File: src/sv/lsae_pkg.sv
// Package: types, constants and codes for the LED string animation engine.
package lsae_pkg;

  localparam int LedCount = 16;
  localparam int IdxW = $clog2(LedCount);
  localparam int CntW = $clog2(LedCount + 1);
  localparam int PixW = 24;

  localparam logic [15:0] DefaultPeriod = 16'd100;
  localparam logic [15:0] ResetRandFreq = 16'd512;
  localparam logic [7:0]  ResetThrobStep = 8'd4;
  localparam logic [7:0]  PresetThrobStep = 8'd2;
  localparam logic [7:0]  FireGreen = 8'd170;
  localparam logic [7:0]  FireRed = 8'd175;
  localparam logic [7:0]  RssiOffset = 8'd90;
  localparam logic [7:0]  RssiScale = 8'd9;

  typedef enum logic [2:0] {
    CMD_ANIM   = 3'd0,
    CMD_ACCEL  = 3'd1,
    CMD_WRITE  = 3'd2,
    CMD_APPLY  = 3'd3,
    CMD_PRESET = 3'd4,
    CMD_RSSI   = 3'd5,
    CMD_RSV6   = 3'd6,
    CMD_RSV7   = 3'd7
  } cmd_t;

  typedef enum logic [2:0] {
    M_STATIC  = 3'd0,
    M_FLASH   = 3'd1,
    M_ROTATE  = 3'd2,
    M_THROB   = 3'd3,
    M_RANDOM  = 3'd4,
    M_FIRE    = 3'd5,
    M_ORBIT   = 3'd6,
    M_ONESHOT = 3'd7
  } mode_t;

  typedef enum logic [1:0] {
    REG_MIN_PERIOD = 2'd0,
    REG_MAX_STEP   = 2'd1,
    REG_PRE_BLUE   = 2'd2,
    REG_PRE_PERIOD = 2'd3
  } reg_t;

  typedef enum logic [2:0] {
    ST_IDLE,
    ST_FILL,
    ST_ANIM,
    ST_DRAIN
  } state_t;

endpackage

File: src/sv/lsae_ram.sv
// Generic single-port-write, one-read RAM with registered read.
module lsae_ram #(
  parameter int Width = 8,
  parameter int Depth = 16
) (
  input  logic                     clk,
  input  logic                     we,
  input  logic [$clog2(Depth)-1:0] waddr,
  input  logic [Width-1:0]         wdata,
  input  logic [$clog2(Depth)-1:0] raddr,
  output logic [Width-1:0]         rdata
);

  logic [Width-1:0] mem_r [Depth];

  always_ff @(posedge clk) begin
    if (we) begin
      mem_r[waddr] <= wdata;
    end
    rdata <= mem_r[raddr];
  end

endmodule

File: src/sv/led_string_animation_engine_top.sv
// Top level of the LED string animation engine.
// One item at a time. An animation tick gives LedCount results on consecutive cycles,
// the first going through the lag register to the output registers; the last appears
// as busy drops. The frame walk through the frame memory sets when the next item can be
// accepted. Apply and preset walk the frame the same way; other commands leave the
// engine idle.
// After reset a clearing pass zeroes both memories while busy is high.
// Results carry out_valid for one cycle and cannot be stalled.
module led_string_animation_engine_top
  import lsae_pkg::*;
(
  input  logic        clk,
  input  logic        rst_n,
  input  logic        start,
  output logic        busy,
  input  logic [2:0]  in_cmd,
  input  logic [3:0]  in_led_index,
  input  logic [7:0]  in_green_in,
  input  logic [7:0]  in_red_in,
  input  logic [7:0]  in_blue_in,
  input  logic [2:0]  in_mode_sel,
  input  logic [15:0] in_mode_arg,
  input  logic [15:0] in_period_ms,
  input  logic signed [7:0] in_rssi_dbm,
  input  logic [14:0] in_random_value,
  input  logic        cfg_valid,
  output logic        cfg_ready,
  input  logic [1:0]  cfg_index,
  input  logic [15:0] cfg_data,
  output logic        out_valid,
  output logic [3:0]  out_pixel_index,
  output logic [7:0]  out_green_out,
  output logic [7:0]  out_red_out,
  output logic [7:0]  out_blue_out,
  output logic        out_frame_last,
  output logic [15:0] out_anim_period
);

  state_t state_r, state_nxt;
  logic [15:0] min_period_r, pre_period_r;
  logic [7:0]  max_step_r, pre_blue_r;
  mode_t       mode_r;
  logic [7:0]  step_r, avg_r;
  logic        fading_r, accel_r, flash_r, pulse_r, clear_r, changed_r, rnd_ok_r;
  logic [15:0] rfreq_r, period_r, base_r;
  logic [IdxW-1:0] idx_r;
  logic [CntW-1:0] cnt_r;
  logic        frame_we, pat_we;
  logic [IdxW-1:0] frame_wa, pat_wa, rd_a;
  logic [PixW-1:0] frame_wd, pat_wd, frame_rd, pat_rd, first_r, new_pix;
  logic        dec_change;
  logic        fill_pat, fill_on_r;
  logic [IdxW-1:0] lag_r;
  logic        lag_v_r, lag_last_r;
  logic [7:0]  sample;
  logic [15:0] base_dec;
  logic        acc_go;

  assign cfg_ready = 1'b1;
  assign busy = (state_r != ST_IDLE) || clear_r;

  always_ff @(posedge clk) begin
    if (!rst_n) begin
      min_period_r <= 16'd50;
      max_step_r <= 8'd5;
      pre_blue_r <= 8'd196;
      pre_period_r <= 16'd125;
    end else if (cfg_valid) begin
      unique case (reg_t'(cfg_index))
        REG_MIN_PERIOD: min_period_r <= cfg_data;
        REG_MAX_STEP:   max_step_r <= cfg_data[7:0];
        REG_PRE_BLUE:   pre_blue_r <= cfg_data[7:0];
        REG_PRE_PERIOD: pre_period_r <= cfg_data;
        default: ;
      endcase
    end
  end

  lsae_ram #(.Width(PixW), .Depth(LedCount)) u_frame (
    .clk(clk), .we(frame_we), .waddr(frame_wa), .wdata(frame_wd),
    .raddr(rd_a), .rdata(frame_rd)
  );
  lsae_ram #(.Width(PixW), .Depth(LedCount)) u_pat (
    .clk(clk), .we(pat_we), .waddr(pat_wa), .wdata(pat_wd),
    .raddr(rd_a), .rdata(pat_rd)
  );

  function automatic logic [7:0] throb_ch(input logic [7:0] v, input logic [7:0] t,
                                          input logic [7:0] s, input logic f,
                                          output logic ch);
    logic [8:0] sum;
    begin
      sum = {1'b0, v} + {1'b0, s};
      ch = 1'b0;
      if (f) begin
        if (v >= s) begin
          ch = 1'b1;
          throb_ch = v - s;
        end else begin
          throb_ch = 8'd0;
        end
      end else if ({1'b0, t} > sum) begin
        ch = 1'b1;
        throb_ch = sum[7:0];
      end else begin
        throb_ch = t;
      end
    end
  endfunction

  // read address runs one LED ahead of the write (lag) address, two in rotate mode; park on LED 0 between walks
  assign rd_a = (state_r == ST_IDLE || state_r == ST_DRAIN) ? '0 : IdxW'(idx_r);

  always_comb begin
    logic c0, c1, c2;
    new_pix = frame_rd;
    c0 = 1'b0; c1 = 1'b0; c2 = 1'b0;
    if (fill_on_r) begin
      new_pix = fill_pat ? {16'd0, pre_blue_r} : pat_rd;
    end else begin
      unique case (mode_r)
        M_FLASH:   new_pix = flash_r ? pat_rd : '0;
        M_ROTATE:  new_pix = lag_last_r ? first_r : frame_rd;
        M_THROB: begin
          new_pix[23:16] = throb_ch(frame_rd[23:16], pat_rd[23:16], step_r, fading_r, c0);
          new_pix[15:8]  = throb_ch(frame_rd[15:8], pat_rd[15:8], step_r, fading_r, c1);
          new_pix[7:0]   = throb_ch(frame_rd[7:0], pat_rd[7:0], step_r, fading_r, c2);
        end
        M_RANDOM:  new_pix = rnd_ok_r ? pat_rd : '0;
        M_FIRE:    new_pix = {FireGreen, FireRed, 8'd0};
        M_ORBIT:   new_pix = {8'd0, avg_r, 8'd255 - avg_r};
        M_ONESHOT: new_pix = pulse_r ? '0 : frame_rd;
        default:   new_pix = frame_rd;
      endcase
    end
    dec_change = c0 | c1 | c2;
  end

  assign fill_pat = (mode_r == M_THROB) && accel_r && fill_on_r && changed_r;

  // rotate reads one ahead: address idx+1 feeds LED idx
  always_comb begin
    state_nxt = state_r;
    unique case (state_r)
      ST_IDLE: if (start && !clear_r) begin
        unique case (cmd_t'(in_cmd))
          CMD_ANIM: state_nxt = ST_ANIM;
          CMD_APPLY, CMD_PRESET: state_nxt = ST_FILL;
          default: state_nxt = ST_IDLE;
        endcase
      end
      ST_FILL, ST_ANIM: if (cnt_r == CntW'(LedCount)) state_nxt = ST_DRAIN;
      ST_DRAIN: state_nxt = ST_IDLE;
      default: state_nxt = ST_IDLE;
    endcase
  end

  always_comb begin
    frame_we = 1'b0;
    frame_wa = lag_r;
    frame_wd = new_pix;
    pat_we = 1'b0;
    pat_wa = in_led_index[IdxW-1:0];
    pat_wd = {in_green_in, in_red_in, in_blue_in};
    if (clear_r) begin
      frame_we = 1'b1; pat_we = 1'b1;
      frame_wa = idx_r; pat_wa = idx_r;
      frame_wd = '0; pat_wd = '0;
    end else if (lag_v_r) begin
      frame_we = 1'b1;
      pat_we = fill_pat;
      pat_wa = lag_r;
      pat_wd = {16'd0, pre_blue_r};
    end else if (state_r == ST_IDLE && start && in_cmd == CMD_WRITE
                 && 32'(in_led_index) < LedCount) begin
      pat_we = 1'b1;
    end
  end

  assign sample = (in_rssi_dbm + RssiOffset) * RssiScale;
  assign base_dec = base_r - 16'd1;
  assign acc_go = (mode_r == M_THROB) && accel_r;

  always_ff @(posedge clk) begin
    if (!rst_n) begin
      state_r <= ST_IDLE;
      clear_r <= 1'b1;
      idx_r <= '0; cnt_r <= '0;
      lag_v_r <= 1'b0; lag_last_r <= 1'b0; lag_r <= '0;
      fill_on_r <= 1'b0; out_valid <= 1'b0;
      mode_r <= M_STATIC; step_r <= ResetThrobStep;
      fading_r <= 1'b0; accel_r <= 1'b0; rfreq_r <= ResetRandFreq;
      flash_r <= 1'b0; pulse_r <= 1'b0; period_r <= DefaultPeriod;
      base_r <= '0; avg_r <= '0; changed_r <= 1'b0; rnd_ok_r <= 1'b0;
    end else begin
      state_r <= state_nxt;
      out_valid <= 1'b0;
      if (clear_r) begin
        idx_r <= idx_r + 1'b1;
        if (32'(idx_r) == LedCount - 1) begin
          clear_r <= 1'b0; idx_r <= '0;
        end
      end else begin
        unique case (state_r)
          ST_IDLE: begin
            lag_v_r <= 1'b0;
            cnt_r <= CntW'(1);
            idx_r <= (mode_r == M_ROTATE) ? IdxW'(1) : '0;
            lag_r <= '0;
            changed_r <= 1'b0;
            if (start) begin
              unique case (cmd_t'(in_cmd))
                CMD_ANIM: begin
                  fill_on_r <= 1'b0;
                  rnd_ok_r <= {1'b0, in_random_value} <= rfreq_r;
                end
                CMD_ACCEL: if (acc_go) begin
                  if (base_r > min_period_r) begin
                    base_r <= (base_dec < min_period_r) ? min_period_r : base_dec;
                    period_r <= (base_dec < min_period_r) ? min_period_r : base_dec;
                  end else if (step_r < max_step_r) begin
                    step_r <= step_r + 8'd1;
                  end
                end
                CMD_APPLY: begin
                  fill_on_r <= 1'b1;
                  idx_r <= '0;
                  mode_r <= mode_t'(in_mode_sel);
                  if (in_mode_sel == M_RANDOM) rfreq_r <= in_mode_arg;
                  if (in_mode_sel == M_THROB) begin
                    step_r <= in_mode_arg[7:0]; fading_r <= 1'b1; accel_r <= 1'b0;
                  end
                  if (in_mode_sel == M_ONESHOT) pulse_r <= 1'b1;
                  period_r <= in_period_ms;
                  base_r <= in_period_ms;
                end
                CMD_PRESET: begin
                  fill_on_r <= 1'b1;
                  idx_r <= '0;
                  changed_r <= 1'b1;
                  mode_r <= M_THROB; step_r <= PresetThrobStep;
                  fading_r <= 1'b1; accel_r <= 1'b1;
                  period_r <= pre_period_r;
                end
                CMD_RSSI: avg_r <= (avg_r >> 2) * 8'd3 + sample;
                default: ;
              endcase
            end
          end
          ST_FILL, ST_ANIM: begin
            lag_v_r <= 1'b1;
            lag_r <= IdxW'(cnt_r - 1'b1);
            lag_last_r <= (cnt_r == CntW'(LedCount));
            idx_r <= idx_r + 1'b1;
            cnt_r <= cnt_r + 1'b1;
          end
          ST_DRAIN: lag_v_r <= 1'b0;
          default: ;
        endcase
        if (lag_v_r && !fill_on_r) begin
          out_valid <= 1'b1;
          out_pixel_index <= 4'(lag_r);
          out_green_out <= new_pix[23:16];
          out_red_out <= new_pix[15:8];
          out_blue_out <= new_pix[7:0];
          out_frame_last <= lag_last_r;
          out_anim_period <= period_r;
          if (mode_r == M_THROB && dec_change) changed_r <= 1'b1;
        end
        if (state_r == ST_DRAIN && !fill_on_r) begin
          unique case (mode_r)
            M_FLASH: flash_r <= !flash_r;
            M_THROB: if (!(changed_r || (lag_v_r && dec_change))) fading_r <= !fading_r;
            M_ONESHOT: pulse_r <= 1'b0;
            default: ;
          endcase
        end
      end
    end
  end

  // capture LED 0 for the rotate wrap
  always_ff @(posedge clk) begin
    if (state_r == ST_IDLE) first_r <= frame_rd;
  end

endmodule

File: config.mk
export PLATFORM = sky130hd
export DESIGN_NAME = led_string_animation_engine_top
export DESIGN_NICKNAME = d
export VERILOG_FILES = /design/src/sv/lsae_pkg.sv /design/src/sv/lsae_ram.sv /design/src/sv/led_string_animation_engine_top.sv
export SDC_FILE = /design/constraint.sdc
export NUM_CORES = 2
export LEC_CHECK = 0
export ABC_AREA = 1
export BUFFER_PORTS_ARGS = -buffer_cell sky130_fd_sc_hd__buf_2
export CAP_MARGIN = 20
export CORE_AREA = 4 4 232 404
export DETAILED_ROUTE_END_ITERATION = 8
export DIE_AREA = 0 0 236 408
export PLACE_DENSITY = 0.79
export REMOVE_ABC_BUFFERS = 1
export SLEW_MARGIN = 10
export SYNTH_ARGS = -nofsm -noshare
export SYNTH_HDL_FRONTEND = slang
export SYNTH_SLANG_ARGS = --single-unit
File: constraint.sdc
create_clock -name clk -period 5.57 [get_ports clk]
set_input_delay 0 -clock clk [delete_from_list [all_inputs] [get_ports clk]]
set_output_delay 0 -clock clk [all_outputs]
set_load 0.01 [all_outputs]
==> results.json <==
{
  "min_path_cells": 7,
  "clkTransAtPathRegs_ns": 0.07,
  "grt_pass1_wl_um": 215000,
  "regToRegSetupSlack_ns": 0.67,
  "critPathKind": "register to register",
  "critPathMaxFanout": 16,
  "cp-start-kind": "register",
  "rsz0062_at_grt": "no",
  "post_cts_resized": 0,
  "pwr-share-seq_pct": 53.6,
  "worstMarginPinSlew_ns": 1.39,
  "rr_endpoint": "u_frame.mem_r[6][9]$_DFFE_PP_",
  "dp.cells": 5736,
  "setup_violations": 0,
  "numCtsBuffers": 85,
  "track_usage_pct": 29.3,
  "gp_congestion": 1.02,
  "cts_max_level": 3,
  "num_vias": 36800,
  "worst_clock_skew_ns": 0.0311,
  "die_x_um": 236,
  "critPathCaptureType": "register",
  "syn_to_final_growth_pct": 13.8,
  "root_buffer": "clkbuf_16",
  "finalPower_mw": 15.9,
  "drt-wirelength-per-cell_um": 24.3,
  "die-area_mm2": 0.0963,
  "hpwl_um": 90400,
  "clkPwrFrac_pct": 39.1,
  "clock_path_buffers": 3,
  "clk-insertion-delay-late_ns": 0.70,
  "io_buffers": 157,
  "overflow": 0,
  "synthesis.area_mm2": 0.0466,
  "synth_edf_count": 837,
  "ys.flop_type": "edfxtp_1",
  "ios": 159,
  "finalNonFillerCells": 6017,
  "leakagePower_nw": 21.2,
  "hold_end": "avg_r[7]$_SDFFE_PN0P_",
  "powerDensity_mw_per_mm2": 300,
  "coreArea_mm2": 0.0904,
  "ys_ff_latch": 1026,
  "fin_crit_sh_pct": 88.0,
  "ir_worst_vdd_uv": 249,
  "slew_headroom_pct": 7.05,
  "tritoncts": "done",
  "remaining_drc_errors": 0,
  "grt_antenna_before_repair": 1,
  "grt_pass1_vias": 36300,
  "rows": 146,
  "grt_max_degree": 260,
  "syn_area_per_cell_um2": 10.2,
  "first_pass_iters": 7,
  "cts_sinks": 1026,
  "fin_crit_ns": 4.90,
  "start_util_pct": 51.6,
  "first_iter_violations": 3753,
  "swShare_pct": 23.2,
  "synth_cells": 4556,
  "ys_types": 55,
  "switchingPower_mw": 3.69,
  "nNetsFinal": 5037,
  "routed_wl_um": 146000,
  "r2r-start": "step_r[3]$_SDFFE_PN0P_",
  "p_int_mw": 12.2,
  "hp-start": "in_rssi_dbm[7]",
  "ant_nets": 0,
  "die_h_um": 408,
  "max_freq_mhz": 204,
  "arrival_ns": 5.25,
  "dp_slack_ns": 0.795,
  "slew_violations": 0,
  "worstPathRequired_ns": 5.92,
  "rr_worst_depth": 20,
  "synthArstFlopShare_pct": 0,
  "combinationalPowerShare_pct": 7.2,
  "synth-warning-count": 0,
  "hold_viol": 0,
  "maxCapViolations": 0,
  "worst_slack_ns": 0.667,
  "layout-drive-gt1-share_pct": 8.80,
  "via_per_inst": 6.11,
  "synth_seq_area_share_pct": 62.0,
  "status": "finished clean",
  "hold_path_class": "input pin to register"
}
[power by group through the flow]
| stage | registers (mW) | logic [mW] | clock network [mW] |
|---|---|---|---|
| CTS | 8.52 | 1.12 | 6.24 |
| finish | 8.52 | 1.15 | 6.22 |
| floorplan | 8.64 | 0.651 | 0 |
| global placement | 8.68 | 1.05 | 0 |
| detailed placement | 8.69 | 1.06 | 0 |
| global route | 8.53 | 1.26 | 6.54 |
[cell families (layout without fill, tap and decap cells)]
| group | Yosys count | count (layout) | synth area share, % |
|---|---|---|---|
| simple gates | 1921 | 1921 | 16.6 |
| flops | 1026 | 1026 | 62.0 |
| compound gates | 839 | 839 | 11.2 |
| buf+inv | 555 | 831 | 4.57 |
| fa+ha+maj | 165 | 165 | 4.67 |
| xor+xnor | 49 | 49 | 0.920 |
| other cells | 1 | 2 | 0.00804 |
[cell usage after synthesis, types with 23 or more instances]
| library cell | count | area [µm²] |
|---|---|---|
| a21oi_1 | 186 | 931 |
| buf_2 | 26 | 130 |
| clkbuf_1 | 189 | 709 |
| dfxtp_1 | 189 | 3780 |
| edfxtp_1 | 837 | 25100 |
| ha_1 | 150 | 1880 |
| inv_1 | 310 | 1160 |
| nand2_1 | 585 | 2200 |
| nand3_1 | 232 | 1160 |
| nand4_1 | 36 | 225 |
| nor2_1 | 1013 | 3800 |
| nor3_1 | 23 | 115 |
| o211ai_1 | 39 | 293 |
| o21ai_0 | 349 | 1750 |
| o311ai_0 | 187 | 1640 |
| xor2_1 | 42 | 368 |
[state kept, by name, indices dropped and copies added (netlist names), 8 cells and up]
signal / flops
min_period_r: 16
period_r: 16
max_step_r: 8
avg_r: 8
pre_blue_r: 8
out_red_out: 8
base_r: 16
u_frame.mem_r: 384
u_pat.rdata: 24
pre_period_r: 16
out_green_out: 8
first_r: 24
step_r: 8
u_pat.mem_r: 384
u_frame.rdata: 24
out_blue_out: 8
rfreq_r: 16
out_anim_period: 16
[worst max path at each step]
stage | startpoint | endpoint | slack, ns | cells past startpoint
2_1_floorplan | idx_r[0]$_SDFFE_PN0P_ | u_frame.rdata[13]$_DFF_P_ | -9.00 | 6
3_3_place_gp | step_r[5]$_SDFFE_PN0P_ | u_frame.mem_r[10][17]$_DFFE_PP_ | 0.99 | 21
3_5_place_dp | step_r[5]$_SDFFE_PN0P_ | u_frame.mem_r[8][17]$_DFFE_PP_ | 0.80 | 21
4_1_cts | step_r[3]$_SDFFE_PN0P_ | u_frame.mem_r[0][15]$_DFFE_PP_ | 0.76 | 18
5_1_grt | step_r[3]$_SDFFE_PN0P_ | u_frame.mem_r[1][15]$_DFFE_PP_ | 0.35 | 18
6_report | step_r[3]$_SDFFE_PN0P_ | u_frame.mem_r[6][9]$_DFFE_PP_ | 0.67 | 20
[routing by layer]
layer | track usage (%) | share of wire, % | routed length, µm | up-vias
met5 | 0 | 0 | 0 | -
met3 | 4.24 | 8.4 | 12300 | 625
li1 | - | - | - | 16300
met1 | 33.2 | 34 | 49700 | 17500
met4 | 19.6 | 7.9 | 11600 | 0
met2 | 51.1 | 50 | 72800 | 2289
[stage by stage]
step	cell area, µm²	setup TNS [ns]	util [%]	hold slack, ns
finish	53100	0	58.7	0.0454
floorplan	45700	-430.86	-	0.0690
CTS	53000	0	58.6	0.00650
global route	53100	0	58.7	0.123
detailed placement	49000	0	54.2	0.240
global placement	48900	0	54.1	0.238
[worst max-delay path: stages (launching register included)]
cell and delay [ns]:
dfxtp_1 0.49, inv_1 0.24, ha_1 0.54, inv_1 0.13, a21oi_1 0.14, nand2_1 0.13, a21oi_1 0.21, xor2_1 0.23
ha_1 0.28, and3_1 0.20, nand3_1 0.08, nand4_1 0.10, nor2_2 0.22, nand2_1 0.31, nand2_1 0.14, nand3_1 0.08
nand2_1 0.06, nand2_1 0.06, nand2_1 0.07, nand2_1 0.07, a21oi_1 0.77
[cell type report]
cell class / instances / area, µm²
Fill cell: 7086 / 37400
Sequential cell: 1026 / 28900
Timing Repair Buffer: 353 / 2710
Antenna cell: 1 / 2.50
Tap cell: 1184 / 1480
Clock inverter: 40 / 504
Clock buffer: 118 / 2360
Multi-Input combinational cell: 2975 / 15900
Inverter: 320 / 1210
[placed cells by master, fill, tap and decap left out, types with 9 or more instances in the layout]
| cell | instances |
|---|---|
| a21oi_1 | 186 |
| a221oi_1 | 20 |
| a31oi_1 | 10 |
| buf_12 | 9 |
| buf_2 | 156 |
| buf_4 | 66 |
| bufinv_16 | 9 |
| clkbuf_1 | 23 |
| clkbuf_16 | 87 |
| clkinv_1 | 16 |
| clkinv_2 | 9 |
| dfxtp_1 | 187 |
| dlygate4sd3_1 | 120 |
| edfxtp_1 | 837 |
| fa_1 | 15 |
| ha_1 | 150 |
| inv_1 | 309 |
| nand2_1 | 581 |
| nand3_1 | 232 |
| nand4_1 | 36 |
| nor2_1 | 981 |
| nor2_4 | 34 |
| nor3_1 | 22 |
| o211ai_1 | 39 |
| o21ai_0 | 347 |
| o311ai_0 | 187 |
| xor2_1 | 42 |
[timing repair]
action	in CTS	in global routing
endpoints found under the hold margin	464	16
hold buffers	119	1
buffers inserted	0	0
Note: power is estimated with default switching activity, not from simulation.
